`src/hdl/tvhc_pkg.sv`:
```
// ----------------------------------------------------------------------------
// Tilt/vibration hazard classifier package
// Shared types, register indexes and constants.
// ----------------------------------------------------------------------------
package tvhc_pkg;

  localparam int unsigned RAD_W   = 32;
  localparam int unsigned ROOT_W  = 16;
  localparam int unsigned REM_W   = 18;
  localparam int unsigned CNT_W   = 4;
  localparam int unsigned SQ_LAST = 2;
  localparam int unsigned RT_LAST = 15;

  localparam logic [15:0] ONE_G    = 16'd4096;
  localparam logic [15:0] TILT_MAX = 16'd32767;

  localparam logic [1:0] REG_TILT_DANGER = 2'd0;
  localparam logic [1:0] REG_TILT_WARN   = 2'd1;
  localparam logic [1:0] REG_VIB_DANGER  = 2'd2;
  localparam logic [1:0] REG_VIB_WARN    = 2'd3;

  localparam logic [1:0] HAZ_SAFE    = 2'd0;
  localparam logic [1:0] HAZ_WARNING = 2'd1;
  localparam logic [1:0] HAZ_DANGER  = 2'd2;

  localparam logic FUNC_SAMPLE = 1'b0;
  localparam logic FUNC_TICK   = 1'b1;

  typedef enum logic [2:0] {
    ST_IDLE,
    ST_SQUARE,
    ST_SETUP,
    ST_ROOT,
    ST_FINISH
  } tvhc_state_t;

  typedef struct packed {
    logic       load;
    logic       square;
    logic [1:0] sel;
    logic       root_init;
    logic       root_step;
    logic       finish;
  } tvhc_cmd_t;

  typedef struct packed {
    logic is_tick;
    logic slot_free;
  } tvhc_sts_t;

endpackage

```
`src/hdl/tvhc_if.sv`:
```
// ----------------------------------------------------------------------------
// Tilt/vibration hazard classifier channels
// Input item channel and result channel, valid/ready handshake.
// ----------------------------------------------------------------------------
interface tvhc_in_if;
  logic        valid;
  logic        ready;
  logic        func;
  logic signed [15:0] accel_x;
  logic signed [15:0] accel_y;
  logic signed [15:0] accel_z;
  logic signed [15:0] pitch_angle;
  logic signed [15:0] roll_angle;

  modport source (output valid, func, accel_x, accel_y, accel_z, pitch_angle, roll_angle,
                  input ready);
  modport sink   (input valid, func, accel_x, accel_y, accel_z, pitch_angle, roll_angle,
                  output ready);
endinterface

interface tvhc_out_if;
  logic        valid;
  logic        ready;
  logic signed [15:0] pitch_out;
  logic signed [15:0] roll_out;
  logic        [14:0] tilt_out;
  logic        [15:0] peak_vibration;
  logic        [1:0]  hazard_status;

  modport source (output valid, pitch_out, roll_out, tilt_out, peak_vibration, hazard_status,
                  input ready);
  modport sink   (input valid, pitch_out, roll_out, tilt_out, peak_vibration, hazard_status,
                  output ready);
endinterface

```
`src/hdl/tilt_vibration_hazard_classifier.sv`:
```
// ----------------------------------------------------------------------------
// Tilt/vibration hazard classifier
// Tracks peak vibration from acceleration samples; on a report tick reports
// pitch, roll, tilt, peak and a safe/warning/danger status.
// ----------------------------------------------------------------------------
// One item is worked at a time; a new item is accepted only once the last
// is done. Its steps are an accept state, three square-accumulate steps
// through a single 16x16 multiplier, a root setup state, sixteen steps of a
// two-bit per step restoring square root over the 32-bit sum, and a finish
// state. A report tick writes a result register; if that register still
// holds an untaken transaction, the finish state waits for it. Thresholds
// are written through cfg_we/cfg_index/cfg_data; the user must write them
// only while the block is idle, as the block itself does not enforce this.
// ----------------------------------------------------------------------------
module tilt_vibration_hazard_classifier (
  input  logic         clk,
  input  logic         rst,
  tvhc_in_if.sink      sample_in,
  tvhc_out_if.source   result_out,
  input  logic         cfg_we,
  input  logic [1:0]   cfg_index,
  input  logic [15:0]  cfg_data
);

  tvhc_pkg::tvhc_cmd_t cmd;
  tvhc_pkg::tvhc_sts_t sts;
  logic in_ready;

  assign sample_in.ready = in_ready;

  tvhc_ctrl u_ctrl (
    .clk      (clk),
    .rst      (rst),
    .in_valid (sample_in.valid),
    .in_ready (in_ready),
    .sts      (sts),
    .cmd      (cmd)
  );

  tvhc_datapath u_datapath (
    .clk            (clk),
    .rst            (rst),
    .cmd            (cmd),
    .sts            (sts),
    .cfg_we         (cfg_we),
    .cfg_index      (cfg_index),
    .cfg_data       (cfg_data),
    .func           (sample_in.func),
    .accel_x        (sample_in.accel_x),
    .accel_y        (sample_in.accel_y),
    .accel_z        (sample_in.accel_z),
    .pitch_angle    (sample_in.pitch_angle),
    .roll_angle     (sample_in.roll_angle),
    .out_valid      (result_out.valid),
    .out_ready      (result_out.ready),
    .pitch_out      (result_out.pitch_out),
    .roll_out       (result_out.roll_out),
    .tilt_out       (result_out.tilt_out),
    .peak_vibration (result_out.peak_vibration),
    .hazard_status  (result_out.hazard_status)
  );

endmodule

```
`src/hdl/tvhc_ctrl.sv`:
```
// ----------------------------------------------------------------------------
// Tilt/vibration hazard classifier controller
// Sequences load, three squaring steps, root setup, sixteen root steps, finish.
// ----------------------------------------------------------------------------
module tvhc_ctrl (
  input  logic               clk,
  input  logic               rst,
  input  logic               in_valid,
  output logic               in_ready,
  input  tvhc_pkg::tvhc_sts_t sts,
  output tvhc_pkg::tvhc_cmd_t cmd
);

  tvhc_pkg::tvhc_state_t state, state_next;
  logic [tvhc_pkg::CNT_W-1:0] count, count_next;

  always_ff @(posedge clk) begin
    if (rst) begin
      state <= tvhc_pkg::ST_IDLE;
      count <= '0;
    end else begin
      state <= state_next;
      count <= count_next;
    end
  end

  always_comb begin
    state_next = state;
    count_next = count;
    unique case (state)
      tvhc_pkg::ST_IDLE: begin
        count_next = '0;
        if (in_valid) state_next = tvhc_pkg::ST_SQUARE;
      end
      tvhc_pkg::ST_SQUARE: begin
        if (count == tvhc_pkg::CNT_W'(tvhc_pkg::SQ_LAST)) begin
          state_next = tvhc_pkg::ST_SETUP;
          count_next = '0;
        end else begin
          count_next = count + 1'b1;
        end
      end
      tvhc_pkg::ST_SETUP: begin
        state_next = tvhc_pkg::ST_ROOT;
        count_next = '0;
      end
      tvhc_pkg::ST_ROOT: begin
        if (count == tvhc_pkg::CNT_W'(tvhc_pkg::RT_LAST)) state_next = tvhc_pkg::ST_FINISH;
        else count_next = count + 1'b1;
      end
      tvhc_pkg::ST_FINISH: begin
        if (!sts.is_tick || sts.slot_free) state_next = tvhc_pkg::ST_IDLE;
      end
      default: state_next = tvhc_pkg::ST_IDLE;
    endcase
  end

  always_comb begin
    cmd      = '0;
    in_ready = 1'b0;
    cmd.sel  = count[1:0];
    unique case (state)
      tvhc_pkg::ST_IDLE: begin
        in_ready = 1'b1;
        cmd.load = in_valid;
      end
      tvhc_pkg::ST_SQUARE: cmd.square    = 1'b1;
      tvhc_pkg::ST_SETUP:  cmd.root_init = 1'b1;
      tvhc_pkg::ST_ROOT:   cmd.root_step = 1'b1;
      tvhc_pkg::ST_FINISH: cmd.finish    = !sts.is_tick || sts.slot_free;
      default: ;
    endcase
  end

endmodule

```
`src/hdl/tvhc_datapath.sv`:
```
// ----------------------------------------------------------------------------
// Tilt/vibration hazard classifier datapath
// Operand latch, square-accumulate, iterative root, peak, thresholds, result.
// ----------------------------------------------------------------------------
module tvhc_datapath (
  input  logic                clk,
  input  logic                rst,
  input  tvhc_pkg::tvhc_cmd_t cmd,
  output tvhc_pkg::tvhc_sts_t sts,
  input  logic                cfg_we,
  input  logic [1:0]          cfg_index,
  input  logic [15:0]         cfg_data,
  input  logic                func,
  input  logic signed [15:0]  accel_x,
  input  logic signed [15:0]  accel_y,
  input  logic signed [15:0]  accel_z,
  input  logic signed [15:0]  pitch_angle,
  input  logic signed [15:0]  roll_angle,
  output logic                out_valid,
  input  logic                out_ready,
  output logic signed [15:0]  pitch_out,
  output logic signed [15:0]  roll_out,
  output logic [14:0]         tilt_out,
  output logic [15:0]         peak_vibration,
  output logic [1:0]          hazard_status
);

  logic [14:0] tilt_danger_level, tilt_warning_level;
  logic [15:0] vib_danger_level, vib_warning_level;
  logic [15:0] vibration_peak;

  logic        tick;
  logic [15:0] opnd [3];
  logic signed [15:0] pitch, roll;

  logic [tvhc_pkg::RAD_W-1:0]  acc, rad;
  logic [tvhc_pkg::REM_W-1:0]  rem;
  logic [tvhc_pkg::ROOT_W-1:0] root;

  logic [15:0] sel_abs;
  logic [31:0] sq_val;
  logic [tvhc_pkg::REM_W+1:0] rem_sh, trial;
  logic        take;
  logic [15:0] vib;
  logic [14:0] tilt;
  logic [1:0]  haz;

  always_ff @(posedge clk) begin
    if (rst) begin
      tilt_danger_level  <= 15'd1800;
      tilt_warning_level <= 15'd1000;
      vib_danger_level   <= 16'd1229;
      vib_warning_level  <= 16'd410;
    end else if (cfg_we) begin
      unique case (cfg_index)
        tvhc_pkg::REG_TILT_DANGER: tilt_danger_level  <= cfg_data[14:0];
        tvhc_pkg::REG_TILT_WARN:   tilt_warning_level <= cfg_data[14:0];
        tvhc_pkg::REG_VIB_DANGER:  vib_danger_level   <= cfg_data;
        tvhc_pkg::REG_VIB_WARN:    vib_warning_level  <= cfg_data;
        default: ;
      endcase
    end
  end

  always_comb begin
    sel_abs = opnd[cmd.sel == 2'd3 ? 2'd2 : cmd.sel];
    if (sel_abs[15]) sel_abs = -sel_abs;
    sq_val = sel_abs * sel_abs;
  end

  always_comb begin
    rem_sh = {rem, rad[tvhc_pkg::RAD_W-1 -: 2]};
    trial  = {2'b00, root, 2'b01};
    take   = rem_sh >= trial;
  end

  always_comb begin
    vib  = (root >= tvhc_pkg::ONE_G) ? root - tvhc_pkg::ONE_G : tvhc_pkg::ONE_G - root;
    tilt = (root > tvhc_pkg::TILT_MAX) ? tvhc_pkg::TILT_MAX[14:0] : root[14:0];
    if (tilt >= tilt_danger_level || vibration_peak >= vib_danger_level)
      haz = tvhc_pkg::HAZ_DANGER;
    else if (tilt >= tilt_warning_level || vibration_peak >= vib_warning_level)
      haz = tvhc_pkg::HAZ_WARNING;
    else
      haz = tvhc_pkg::HAZ_SAFE;
  end

  always_ff @(posedge clk) begin
    if (cmd.load) begin
      tick  <= func;
      pitch <= pitch_angle;
      roll  <= roll_angle;
      if (func == tvhc_pkg::FUNC_TICK) begin
        opnd[0] <= pitch_angle;
        opnd[1] <= roll_angle;
        opnd[2] <= '0;
      end else begin
        opnd[0] <= accel_x;
        opnd[1] <= accel_y;
        opnd[2] <= accel_z;
      end
      acc <= '0;
    end else if (cmd.square) begin
      acc <= acc + sq_val;
    end
    if (cmd.root_init) begin
      rad  <= acc;
      rem  <= '0;
      root <= '0;
    end else if (cmd.root_step) begin
      rad  <= {rad[tvhc_pkg::RAD_W-3:0], 2'b00};
      rem  <= take ? tvhc_pkg::REM_W'(rem_sh - trial) : tvhc_pkg::REM_W'(rem_sh);
      root <= {root[tvhc_pkg::ROOT_W-2:0], take};
    end
  end

  always_ff @(posedge clk) begin
    if (rst) begin
      vibration_peak <= '0;
      out_valid      <= 1'b0;
    end else begin
      if (cmd.finish && tick == tvhc_pkg::FUNC_TICK) begin
        vibration_peak <= '0;
        out_valid      <= 1'b1;
      end else begin
        if (cmd.finish && vib > vibration_peak) vibration_peak <= vib;
        if (out_ready) out_valid <= 1'b0;
      end
    end
  end

  always_ff @(posedge clk) begin
    if (cmd.finish && tick == tvhc_pkg::FUNC_TICK) begin
      pitch_out      <= pitch;
      roll_out       <= roll;
      tilt_out       <= tilt;
      peak_vibration <= vibration_peak;
      hazard_status  <= haz;
    end
  end

  assign sts.is_tick   = tick;
  assign sts.slot_free = !out_valid || out_ready;

endmodule

```
`src/flat_wrapper.sv`:
```
// flat-port wrapper written by rule: the top's interface ports become plain ports
module tilt_vibration_hazard_classifier_flat 
  (clk, rst, cfg_we, cfg_index, cfg_data, sample_in_valid, sample_in_func, sample_in_accel_x, sample_in_accel_y, sample_in_accel_z, sample_in_pitch_angle, sample_in_roll_angle, sample_in_ready, result_out_valid, result_out_pitch_out, result_out_roll_out, result_out_tilt_out, result_out_peak_vibration, result_out_hazard_status, result_out_ready);
  tvhc_in_if sample_in_i ();
  tvhc_out_if result_out_i ();
  input  logic clk;
  input  logic rst;
  input  logic cfg_we;
  input  logic [1:0] cfg_index;
  input  logic [15:0] cfg_data;
  input wire logic [$bits(sample_in_i.valid)-1:0] sample_in_valid;
  input wire logic [$bits(sample_in_i.func)-1:0] sample_in_func;
  input wire logic [$bits(sample_in_i.accel_x)-1:0] sample_in_accel_x;
  input wire logic [$bits(sample_in_i.accel_y)-1:0] sample_in_accel_y;
  input wire logic [$bits(sample_in_i.accel_z)-1:0] sample_in_accel_z;
  input wire logic [$bits(sample_in_i.pitch_angle)-1:0] sample_in_pitch_angle;
  input wire logic [$bits(sample_in_i.roll_angle)-1:0] sample_in_roll_angle;
  output wire logic [$bits(sample_in_i.ready)-1:0] sample_in_ready;
  output wire logic [$bits(result_out_i.valid)-1:0] result_out_valid;
  output wire logic [$bits(result_out_i.pitch_out)-1:0] result_out_pitch_out;
  output wire logic [$bits(result_out_i.roll_out)-1:0] result_out_roll_out;
  output wire logic [$bits(result_out_i.tilt_out)-1:0] result_out_tilt_out;
  output wire logic [$bits(result_out_i.peak_vibration)-1:0] result_out_peak_vibration;
  output wire logic [$bits(result_out_i.hazard_status)-1:0] result_out_hazard_status;
  input wire logic [$bits(result_out_i.ready)-1:0] result_out_ready;
  assign sample_in_i.valid = sample_in_valid;
  assign sample_in_i.func = sample_in_func;
  assign sample_in_i.accel_x = sample_in_accel_x;
  assign sample_in_i.accel_y = sample_in_accel_y;
  assign sample_in_i.accel_z = sample_in_accel_z;
  assign sample_in_i.pitch_angle = sample_in_pitch_angle;
  assign sample_in_i.roll_angle = sample_in_roll_angle;
  assign sample_in_ready = sample_in_i.ready;
  assign result_out_valid = result_out_i.valid;
  assign result_out_pitch_out = result_out_i.pitch_out;
  assign result_out_roll_out = result_out_i.roll_out;
  assign result_out_tilt_out = result_out_i.tilt_out;
  assign result_out_peak_vibration = result_out_i.peak_vibration;
  assign result_out_hazard_status = result_out_i.hazard_status;
  assign result_out_i.ready = result_out_ready;
  tilt_vibration_hazard_classifier u_core (.clk(clk), .rst(rst), .sample_in(sample_in_i), .result_out(result_out_i), .cfg_we(cfg_we), .cfg_index(cfg_index), .cfg_data(cfg_data));
endmodule
```
`config.mk`:
```
export PLATFORM = sky130hd
export DESIGN_NAME = tilt_vibration_hazard_classifier_flat
export DESIGN_NICKNAME = d
export VERILOG_FILES = /design/src/hdl/tvhc_pkg.sv /design/src/hdl/tvhc_if.sv /design/src/hdl/tilt_vibration_hazard_classifier.sv /design/src/hdl/tvhc_ctrl.sv /design/src/hdl/tvhc_datapath.sv /design/src/flat_wrapper.sv
export SDC_FILE = /design/constraint.sdc
export NUM_CORES = 1
export LEC_CHECK = 0
export BUFFER_PORTS_ARGS = -buffer_cell sky130_fd_sc_hd__buf_2
export CORE_MARGIN = 1.5
export CORE_UTILIZATION = 35
export CTS_BUF_LIST = sky130_fd_sc_hd__clkbuf_4
export DETAILED_ROUTE_END_ITERATION = 10
export SYNTH_ARGS = -nofsm -noshare
export SYNTH_HDL_FRONTEND = slang
export SYNTH_SLANG_ARGS = --single-unit
```
`constraint.sdc`:
```
create_clock -name clk -period 9.2 [get_ports clk]
set_clock_uncertainty 0.1 [all_clocks]
set_input_delay 1.84 -clock clk [delete_from_list [all_inputs] [get_ports clk]]
set_output_delay 1.84 -clock clk [all_outputs]
set_load 0.05 [all_outputs]
```
Yosys cells after proc, flatten, opt, wreduce, memory -nomap -nowiden
Memories as Yosys holds them, arrays and structs flattened.
Index checks and enable logic that the tools add are counted.
Widths: inputs -> output; s select.
{"block": "totals", "register_bits": 282, "mem_bits_rw": 48, "inputBits": 104, "output_inout_bits": 67, "wordCells": 108, "memories": 1}
{"name": "u_core.u_datapath.opnd", "depth": 3, "word_bits": 16, "read_ports": 1, "rd_clocked_by_memory_dff": 0, "wr": 3, "line": "tvhc_datapath.sv:33", "text": "logic [15:0] opnd [3];"}
{"block": "classes", "add_sub_neg": 6, "multipliers": 1, "order_cmp": 8, "n_eq_ne": 15, "n_mux": 33, "bitwise": 3, "reduce_logical": 21}
{"cell": "$mux 16", "n": 5}
{"cell": "$mux 32", "n": 2}
{"cell": "$add 32x32->32", "n": 1}
{"cell": "$ge 16x16->1", "n": 2}
{"cell": "$mul 16x16->32", "n": 1}
{"cell": "$ge 15x15->1", "n": 2}
{"cell": "$ge 20x18->1", "n": 1}
{"cell": "$mux 18", "n": 1}
{"cell": "$sub 18x18->18", "n": 1}
{"cell": "$ge 16x13->1 const B", "n": 1}
{"cell": "$gt 16x15->1 const B", "n": 1}
{"cell": "$gt 16x16->1", "n": 1}
{"cell": "$neg 16->16", "n": 1}
{"cell": "$sub 13x16->16 const A", "n": 1}
{"cell": "$sub 16x13->16 const B", "n": 1}
{"cell": "$mux 1", "n": 15}
{"cell": "$mux 15", "n": 1}
{"cell": "$pmux 3 s5", "n": 1}
{"cell": "$mux 3", "n": 4}
{"cell": "$pmux 4 s3", "n": 1}
{"cell": "$ne 2x2->1 const B", "n": 5}
{"cell": "$reduce_and 2->1", "n": 5}
{"cell": "$mux 4", "n": 2}
{"cell": "$eq 2x2->1 const B", "n": 3}
{"cell": "other kinds (18)", "n": 28}

Depth between registers and ports, before layout
Gate-level depths: netlist (run 1).
An unclocked memory read counts as a cell.
{"block": "logic_depth", "ltp_word": 7, "ltp_mapped": 41}

Hierarchy
Synthesis (run 1) repeated with hierarchy kept, for this count alone.
{"block": "unflattened", "cells_unflattened": 2362, "area_unflattened_um2": 23781.6}
{"mod": "tvhc_datapath", "n_inst": 1, "cells_each": 2306, "area_per_inst_um2": 23297.3, "seq_area_each_um2": 8247.9}
{"mod": "tvhc_ctrl", "n_inst": 1, "cells_each": 56, "area_per_inst_um2": 484.2, "seq_area_each_um2": 140.1}

Least setup slack after synthesis (run 1)
No wires, ideal clock.
{"block": "synth_timing", "kind": "flip-flop to flip-flop", "startpoint": "register u_core.u_ctrl.count[1] (netlist bit)", "endpoint": "register u_core.u_datapath.acc[31] (netlist bit)", "setup_time_ps": 59, "arrival_ps": 8467, "required_ps": 9041, "setup_slack_ps": 575, "stages_incl_launch_ff": 37, "n_path_buf": 5, "period_less_slack_ps": 8625, "path_cell_list": "dfxtp_1 -> buf_6 -> inv_1 -> ha_1 -> buf_6 -> mux2i_1 -> o31ai_4 -> inv_1 -> clkbuf_1 -> ha_1 -> inv_1 -> a211oi_1 -> and2_1 -> nor2_1 -> xnor2_1 -> clkbuf_1 -> nand2_1 -> fa_1 -> inv_1 -> fa_1 -> inv_1 -> fa_1 -> fa_1 -> fa_1 -> fa_1 -> inv_1 -> ha_1 -> clkbuf_1 -> a21o_1 -> a21o_1 -> a21o_1 -> nand3_1 -> o211ai_1 -> or3_1 -> and4b_1 -> a2111oi_1 -> o211a_1"}
{"block": "synth_via", "elab_chain_len": 7}
{"item": "start, declared", "line": "tvhc_ctrl.sv:15", "text": "logic [tvhc_pkg::CNT_W-1:0] count, count_next;"}
{"item": "start signal, assigned", "line": "tvhc_ctrl.sv:23", "text": "count <= count_next;"}
{"item": "$eq 2x2->1", "line": "tvhc_datapath.sv:66", "text": "sel_abs = opnd[cmd.sel == 2'd3 ? 2'd2 : cmd.sel];"}
{"item": "$mux 2 (*)", "line": "tvhc_datapath.sv:66"}
{"item": "$mem_v2 3x16 (*)"}
{"item": "$neg 16->16", "line": "tvhc_datapath.sv:67", "text": "if (sel_abs[15]) sel_abs = -sel_abs;"}
{"item": "$mux 16 (*)", "line": "tvhc_datapath.sv:67"}
{"item": "$mul 16x16->32 (*)", "line": "tvhc_datapath.sv:68", "text": "sq_val = sel_abs * sel_abs;"}
{"item": "$add 32x32->32 (*)", "line": "tvhc_datapath.sv:104", "text": "acc <= acc + sq_val;"}
{"item": "end signal, assigned", "line": "tvhc_datapath.sv:104"}
{"item": "end, declared", "line": "tvhc_datapath.sv:36", "text": "logic [tvhc_pkg::RAD_W-1:0] acc, rad;"}
Mark *: on every way between the ends. The rest lies on a longest branch, timed or not.
A chain may end at the register's enable or synchronous reset.

Worst setup path in the final report (run 1)
Same ends and word-level chain as after synthesis.

==> summary.txt, run 1 <==
Status
  • Status: complete, but fails checks
  • Violated checks: DRC

Logic synthesis
  • Post-synth EDFFs: 178
  • Async set-reset flop share out of synthesis: 0%
  • Synth Register Bits: 330
  • Yosys warns: 0
  • Top FF cell, synth: edfxtp_1
  • Mean Syn Cell Area: 10.06 um2
  • Synth Instances: 2330
  • Synth Cell Area: 23440 um2
  • Post-synthesis sequential area ratio: 35.79%
  • Synth cell types: 80

STA
  • Worst Tran Pin Value: 1.226 ns
  • Final period util: 94.47%
  • TNS Setup: 0 ns
  • Slew Viols, Final: 0
  • Min Tclk post-route: 8.691 ns
  • Relative slew slack: 18.06%
  • Final setup viols: 0
  • Fin Hold WS: 0.2765 ns
  • Fmax: 0.1151 GHz
  • Final Hold Violating Endpoints: 0

Worst setup path
  • CP required: 9.85 ns
  • Critical Path Start Type: register
  • Crit path top cell by count: inv_1
  • Critical Path Max Stage Delay: 0.55 ns
  • R2R Setup Slk: 0.51 ns
  • Worst setup path class: reg2reg
  • Max Fanout on Critical Path: 7
  • Worst path slowest cell: fa_1
  • Setup crit end kind: register
  • Crit path DAT: 9.34 ns

Clocking
  • Max clock buf depth: 3
  • CTS Buf Count: 93
  • Worst-skew pair later-pin latency: 0.85 ns
  • CTS root buf: clkbuf_4
  • Clock slew at reported path FFs: 0.07 ns
  • H-tree depth reported by CTS: 3
  • CTS tree: done
  • Clk sinks: 330
  • Hold buffers post-CTS: 0

Global routing
  • Routing usage on met1: 21.16%
  • First-pass GRT wire length: 93.43 mm
  • Grt total ovfl: 0
  • Antenna violations before repair: 1
  • Largest net degree at the start of global routing: 70
  • GRT busiest layer: met2
  • Met3 Use GR: 2.913%
  • Gr usage total: 17.38%
  • M2 GR Usage: 30.78%
  • Vias in the first global route: 17890

Floorplan
  • Die Area: 68530 um2
  • Starting Density: 35.53%
  • I/O pins: 171
  • Die W: 261.8 um
  • Number of core rows: 94
  • Die H: 261.8 um
  • Core region area: 65980 um2

Route
  • Avg Vias per Cell: 4.900
  • DRT Pass-1 Iters: 11
  • Iter 0 DRT Violations: 1024
  • WL/cell: 16.56 um
  • Routed wire length: 58.08 mm
  • Vias: 17180
  • DRC: 13
  • Routed Antenna Nets: 0

Finish
  • Layout area overhead: 14.02%
  • Design area: 26730 um2
  • Share of post-route cells with drive strength above 1: 18.02%
  • Finished Layout Cells: 3507
  • Nets: 3068

Placed design
  • Total placed cells including tap cells: 3333
  • HPWL Detailed: 45.11 mm
  • PortBufs: 170
  • Placer Congestion: 0.8702
  • Placed Area: 25370 um2

Job
  • Max-Cap Viols: 0

Worst hold path
  • Hold Crit Class: reg2reg
## path summary, 6_finish.rpt
check | from | endpoint | cells past startpoint
max | u_core.u_ctrl.count[1] | u_core.u_datapath.acc[31] | 34
min | u_core.u_datapath.pitch[5] | u_core.u_datapath.pitch_out[5] | 0
max reg2reg | u_core.u_ctrl.count[1] | u_core.u_datapath.acc[31] | 34
min reg2reg | u_core.u_datapath.pitch[5] | u_core.u_datapath.pitch_out[5] | 0
## cells by family (layout without fill, tap and decap cells)
logic type | after synthesis | after routing | share of synthesized area (%)
AO/OA/AOI/OAI | 357 | 357 | 9.779
AND/OR/NAND/NOR | 580 | 580 | 11.22
XOR/XNOR | 72 | 72 | 2.754
multiplexers | 102 | 102 | 4.980
buffers and inverters | 492 | 794 | 8.055
other | 2 | 13 | 0.03204
adder cells (fa/ha/maj) | 395 | 395 | 27.39
flip-flops | 330 | 330 | 35.79
## Yosys cell counts (28+ instances only)
library cell  count  area, um2
nand2_1         285       1070
clkbuf_1         55      206.5
fa_1            197       3944
a21o_1           43      322.8
and2_1           28      175.2
mux2_2           68      765.7
ha_1            198       2477
o21ai_0          51      255.2
xnor2_1          51      446.7
a21oi_1         128      640.6
inv_1           407       1528
edfxtp_1        178       5345
nor2_1          117      439.2
nand3_1          36      180.2
dfxtp_1         152       3043
## worst max-delay path: cells and delay by family, from the launching register on
kind	cells	cell delay, ns
multiplexers	1	0.29
flip-flops	1	0.34
adder cells (fa/ha/maj)	9	3.81
AO/OA/AOI/OAI	8	1.62
AND/OR/NAND/NOR	7	1.61
buffers and inverters	9	0.85
## sequential cells by signal, indices dropped and copies added (netlist names)
name	flops
u_core.u_ctrl.state	3
u_core.u_datapath.roll	16
u_core.u_datapath.vibration_peak	16
u_core.u_datapath.pitch_out	16
u_core.u_datapath.tilt_danger_level	15
u_core.u_datapath.vib_danger_level	16
u_core.u_datapath.peak_vibration	16
u_core.u_ctrl.count	4
u_core.u_datapath.rem	18
u_core.u_datapath.tilt_out	15
u_core.u_datapath.tick	1
u_core.u_datapath.out_valid	1
u_core.u_datapath.hazard_status	2
u_core.u_datapath.root	16
u_core.u_datapath.tilt_warning_level	15
u_core.u_datapath.opnd	48
u_core.u_datapath.vib_warning_level	16
u_core.u_datapath.acc	32
u_core.u_datapath.rad	32
u_core.u_datapath.roll_out	16
u_core.u_datapath.pitch	16
## per-layer routing
metal	vias to the layer above	wire length (um)
li1	8246	-
met1	8423	24740
met2	408	29260
met3	106	2389
met4	0	1680
met5	-	0
## cell usage in the layout (no fill, tap or decap), types with 13 or more instances in the layout
cell | netlist | layout
nand3b_1 | 13 | 13
mux2i_1 | 20 | 19
nand2_1 | 285 | 285
a21oi_1 | 128 | 126
buf_2 | 3 | 170
edfxtp_1 | 178 | 178
mux2_2 | 68 | 68
buf_4 | 1 | 38
and2_1 | 28 | 28
nor2_1 | 117 | 114
o22ai_1 | 15 | 15
nor3_1 | 14 | 13
a211oi_1 | 26 | 25
o21a_1 | 16 | 16
xnor2_1 | 51 | 48
dfxtp_1 | 152 | 150
clkbuf_4 | 0 | 133
ha_1 | 198 | 196
o21ai_0 | 51 | 50
nand4_1 | 22 | 22
clkinv_1 | 6 | 25
a21o_1 | 43 | 43
inv_1 | 407 | 406
nand3_1 | 36 | 36
xor2_1 | 19 | 19
fa_1 | 197 | 197
## cell type report
type / count / area (um2)
well taps: 864 / 1081
repair buffers: 210 / 1159
clock buffers: 133 / 998.5
inverters: 416 / 1562
clock inverters: 35 / 206.4
flip-flops and latches: 330 / 8391
fillers: 6481 / 39250
diodes: 1 / 2.502
multi-input cells: 1518 / 13330
## through the flow
| stage | setup slack (ns) | util [%] |
|---|---|---|
| CTS | 0.1186 | 40.28 |
| floorplan | 0.5747 | - |
| finish | 0.5088 | 40.51 |
| global route | -0.04269 | 40.51 |
| global placement | 0.4390 | 38.45 |
| detailed placement | 0.2113 | 38.45 |
## timing repair
action                                  CTS  global route
setup buffers                             0             5
endpoints found under the setup margin    0             8
gates resized for setup                   0            24
Power of run 1 is not shown: default switching activity piles up to over one toggle a cycle in this logic, so the estimate is an artifact.
==> run 2: changes to the inputs <==
--- a/config.mk
+++ b/config.mk
@@ -12,4 +12,5 @@
 export DETAILED_ROUTE_END_ITERATION = 10
 export SYNTH_ARGS = -nofsm -noshare
 export SYNTH_HDL_FRONTEND = slang
+export SYNTH_HIERARCHICAL = 1
 export SYNTH_SLANG_ARGS = --single-unit
==> summary.txt, run 2 <==
Logic synthesis
  • Mean Syn Cell Area: 10.07 um2 (about the same)
  • Most common cell in the netlist: inv_1
  • Synth Instances: 2362 (+1.4%)
  • Post-synthesis sequential area ratio: 35.27% (-0.51 points)
  • Post-synth top cells: inv_1, nand2_1, ha_1
  • Post-synth top area cell: edfxtp_1
  • Synth Register Bits: 330 (unchanged)
  • Async set-reset flop share out of synthesis: 0% (unchanged)
  • Synth Cell Area: 23780 um2 (+1.5%)
  • Post-synth top area share: 22.48% (-0.33 points)
  • Yosys warns: 6 (+6)
  • Largest cells by area after synthesis: edfxtp_1, fa_1, dfxtp_1
  • Top FF cell, synth: edfxtp_1
  • Post-synth EDFFs: 178 (unchanged)
  • Synth cell types: 78 (-2.5%)

Worst setup path
  • Max Fanout on Critical Path: 11 (+4)
  • Worst setup path class: reg2reg
  • Critical Path Start Type: register
  • Setup crit end kind: register
  • Crit path top cell by count: fa_1
  • CP required: 9.81 ns (-0.04 ns)
  • Crit path DAT: 9.26 ns (-0.08 ns)
  • Worst path slowest cell: fa_1
  • WP buf/inv: 9 (unchanged)
  • CP top delay family: adder cells
  • Critical Path Max Stage Delay: 0.55 ns (about the same)

Floorplan
  • Number of core rows: 95 (+1.1%)
  • Die W: 263.7 um (+0.72%)
  • I/O pins: 171 (unchanged)
  • Starting Density: 35.41% (-0.11 points)
  • Core region area: 67160 um2 (+1.8%)
  • Die Area: 69520 um2 (+1.4%)
  • Die H: 263.7 um (+0.72%)

Global routing
  • Vias in the first global route: 18320 (+2.4%)
  • First-pass GRT wire length: 93.87 mm (+0.47%)
  • Antenna violations before repair: 1 (unchanged)
  • Grt total ovfl: 0 (unchanged)
  • Gr usage total: 16.88% (-0.49 points)
  • Largest net degree at the start of global routing: 82 (+17%)

Job
  • Max-Cap Viols: 0 (unchanged)

STA
  • TNS Setup: 0 ns (unchanged)
  • Min Tclk post-route: 8.651 ns (-0.04014 ns)
  • Relative slew slack: 22.05% (+4.0 points)
  • Final setup viols: 0 (unchanged)
  • Final period util: 94.03% (-0.44 points)
  • Slew Viols, Final: 0 (unchanged)
  • Final Hold Violating Endpoints: 0 (unchanged)
  • Fmax: 0.1156 GHz (+0.46%)
  • Final WS setup: 0.5489 ns (+0.04014 ns)
  • Worst Tran Pin Value: 1.169 ns (-0.05692 ns)
  • RSZ-0062 raised after global routing: no

Finish
  • Most common cell after layout, fill and taps aside: inv_1
  • Number of flip-flops in the largest register: 48 (unchanged)
  • Most frequent cells in the layout: inv_1, nand2_1, ha_1
  • Nets: 3077 (+0.29%)
  • Share of post-route cells with drive strength above 1: 16.65% (-1.4 points)
  • Largest registers: u_core/u_datapath/opnd: 48 flops, u_core/u_datapath/acc: 32 flops, u_core/u_datapath/rad: 32 flops
  • Layout area overhead: 12.58%
  • Design area: 26770 um2 (+0.17%)
  • Most flops, register: u_core/u_datapath/opnd
  • Fillers: 6589 (+1.7%)

Clocking
  • CTS Buf Count: 86 (-7.5%)
  • H-tree depth reported by CTS: 3 (unchanged)
  • Worst-skew pair later-pin latency: 0.85 ns (about the same)
  • Clock slew at reported path FFs: 0.07 ns (about the same)
  • CTS tree: done
  • Max clock buf depth: 3 (unchanged)
  • Clk sinks: 330 (unchanged)
  • CTS root buf: clkbuf_4

Route
  • Vias: 17090 (-0.55%)
  • Routed Antenna Nets: 0 (unchanged)
  • Iter 0 DRT Violations: 860 (-16%)
  • WL/cell: 16.20 um (-2.2%)
  • Avg Vias per Cell: 4.860 (-0.80%)
  • Routed wire length: 56.96 mm (-1.9%)
  • DRC: 0 (-13)
  • DRT Pass-1 Iters: 5 (-6)

Placed design
  • HPWL Detailed: 43.94 mm (-2.6%)
  • Placer Congestion: 0.8411 (-3.3%)
  • Placed Area: 25660 um2 (+1.1%)
  • DP Worst Slack: 0.1135 ns (-0.09780 ns)
  • PortBufs: 170 (unchanged)

Worst hold path
  • Hold Crit Class: reg2reg

Status
  • Status: completed
run 2: cell types whose count changed in the layout (fill, tap and decap cells not counted), sizes merged, moves of 12 or more:
cell	change
nand2	-63
nor2	+59
mux2i	+42
inv	+23
nand3	-19
a21oi	-18
a211oi	+14
o21ai	-13
o22ai	-12
run 2: metal layers:
metal	share of wire, %	GRT usage (%)
met5	0	0
met4	3.5	6.577
met3	4.7	3.318
met2	51	30.16
met1	41	19.85
run 2: worst paths after layout:
check,startpoint,depth (start not counted),slack [ns],to
worst max-delay path,u_core/u_ctrl/count[0],31,0.55,u_core/u_datapath/acc[31]
worst min-delay path,u_core/u_datapath/pitch[2],0,0.29,u_core/u_datapath/pitch_out[2]
worst max register to register,u_core/u_ctrl/count[0],31,0.55,u_core/u_datapath/acc[31]
worst min register to register,u_core/u_datapath/pitch[2],0,0.29,u_core/u_datapath/pitch_out[2]
run 2: cells by family (layout without fill, tap and decap cells):
kind of cell | Yosys count | count (layout) | synth area share (%)
mux | 144 | 144 | 6.719
simple gates | 568 | 568 | 10.92
other cells | 2 | 12 | 0.03158
buf+inv | 518 | 789 | 8.328
fa+ha+maj | 396 | 396 | 26.96
flops | 330 | 330 | 35.27
compound gates | 329 | 329 | 9.007
xor+xnor | 75 | 75 | 2.762
run 2: per-stage QoR:
| stage | hold WS, ns | utilization, % | cells |
|---|---|---|---|
| floorplan | 0.3003 | - | 2371 |
| global placement | 0.3007 | 38.20 | 3361 |
| detailed placement | 0.3045 | 38.20 | 3361 |
| CTS | 0.2849 | 39.81 | 3514 |
| global route | 0.3003 | 39.87 | 3516 |
| finish | 0.2894 | 39.87 | 3516 |
run 2: layout make-up:
type                    count  area [um2]  share of cell area (%)
clock buffers             124       930.9                   3.477
well taps                 873        1092                   4.080
inverters                 437        1647                   6.150
diodes                      1       2.502                0.009347
repair buffers            199        1069                   3.991
multi-input cells        1523       13500                   50.41
flip-flops and latches    330        8389                   31.33
clock inverters            29       146.4                  0.5468
run 2: what timing repair did:
action	in CTS	in global routing
buffers inserted	0	1
hold buffers	0	0
resized for setup	0	7
endpoints found under the setup margin	0	10
Power of run 2 is left out for the same reason.
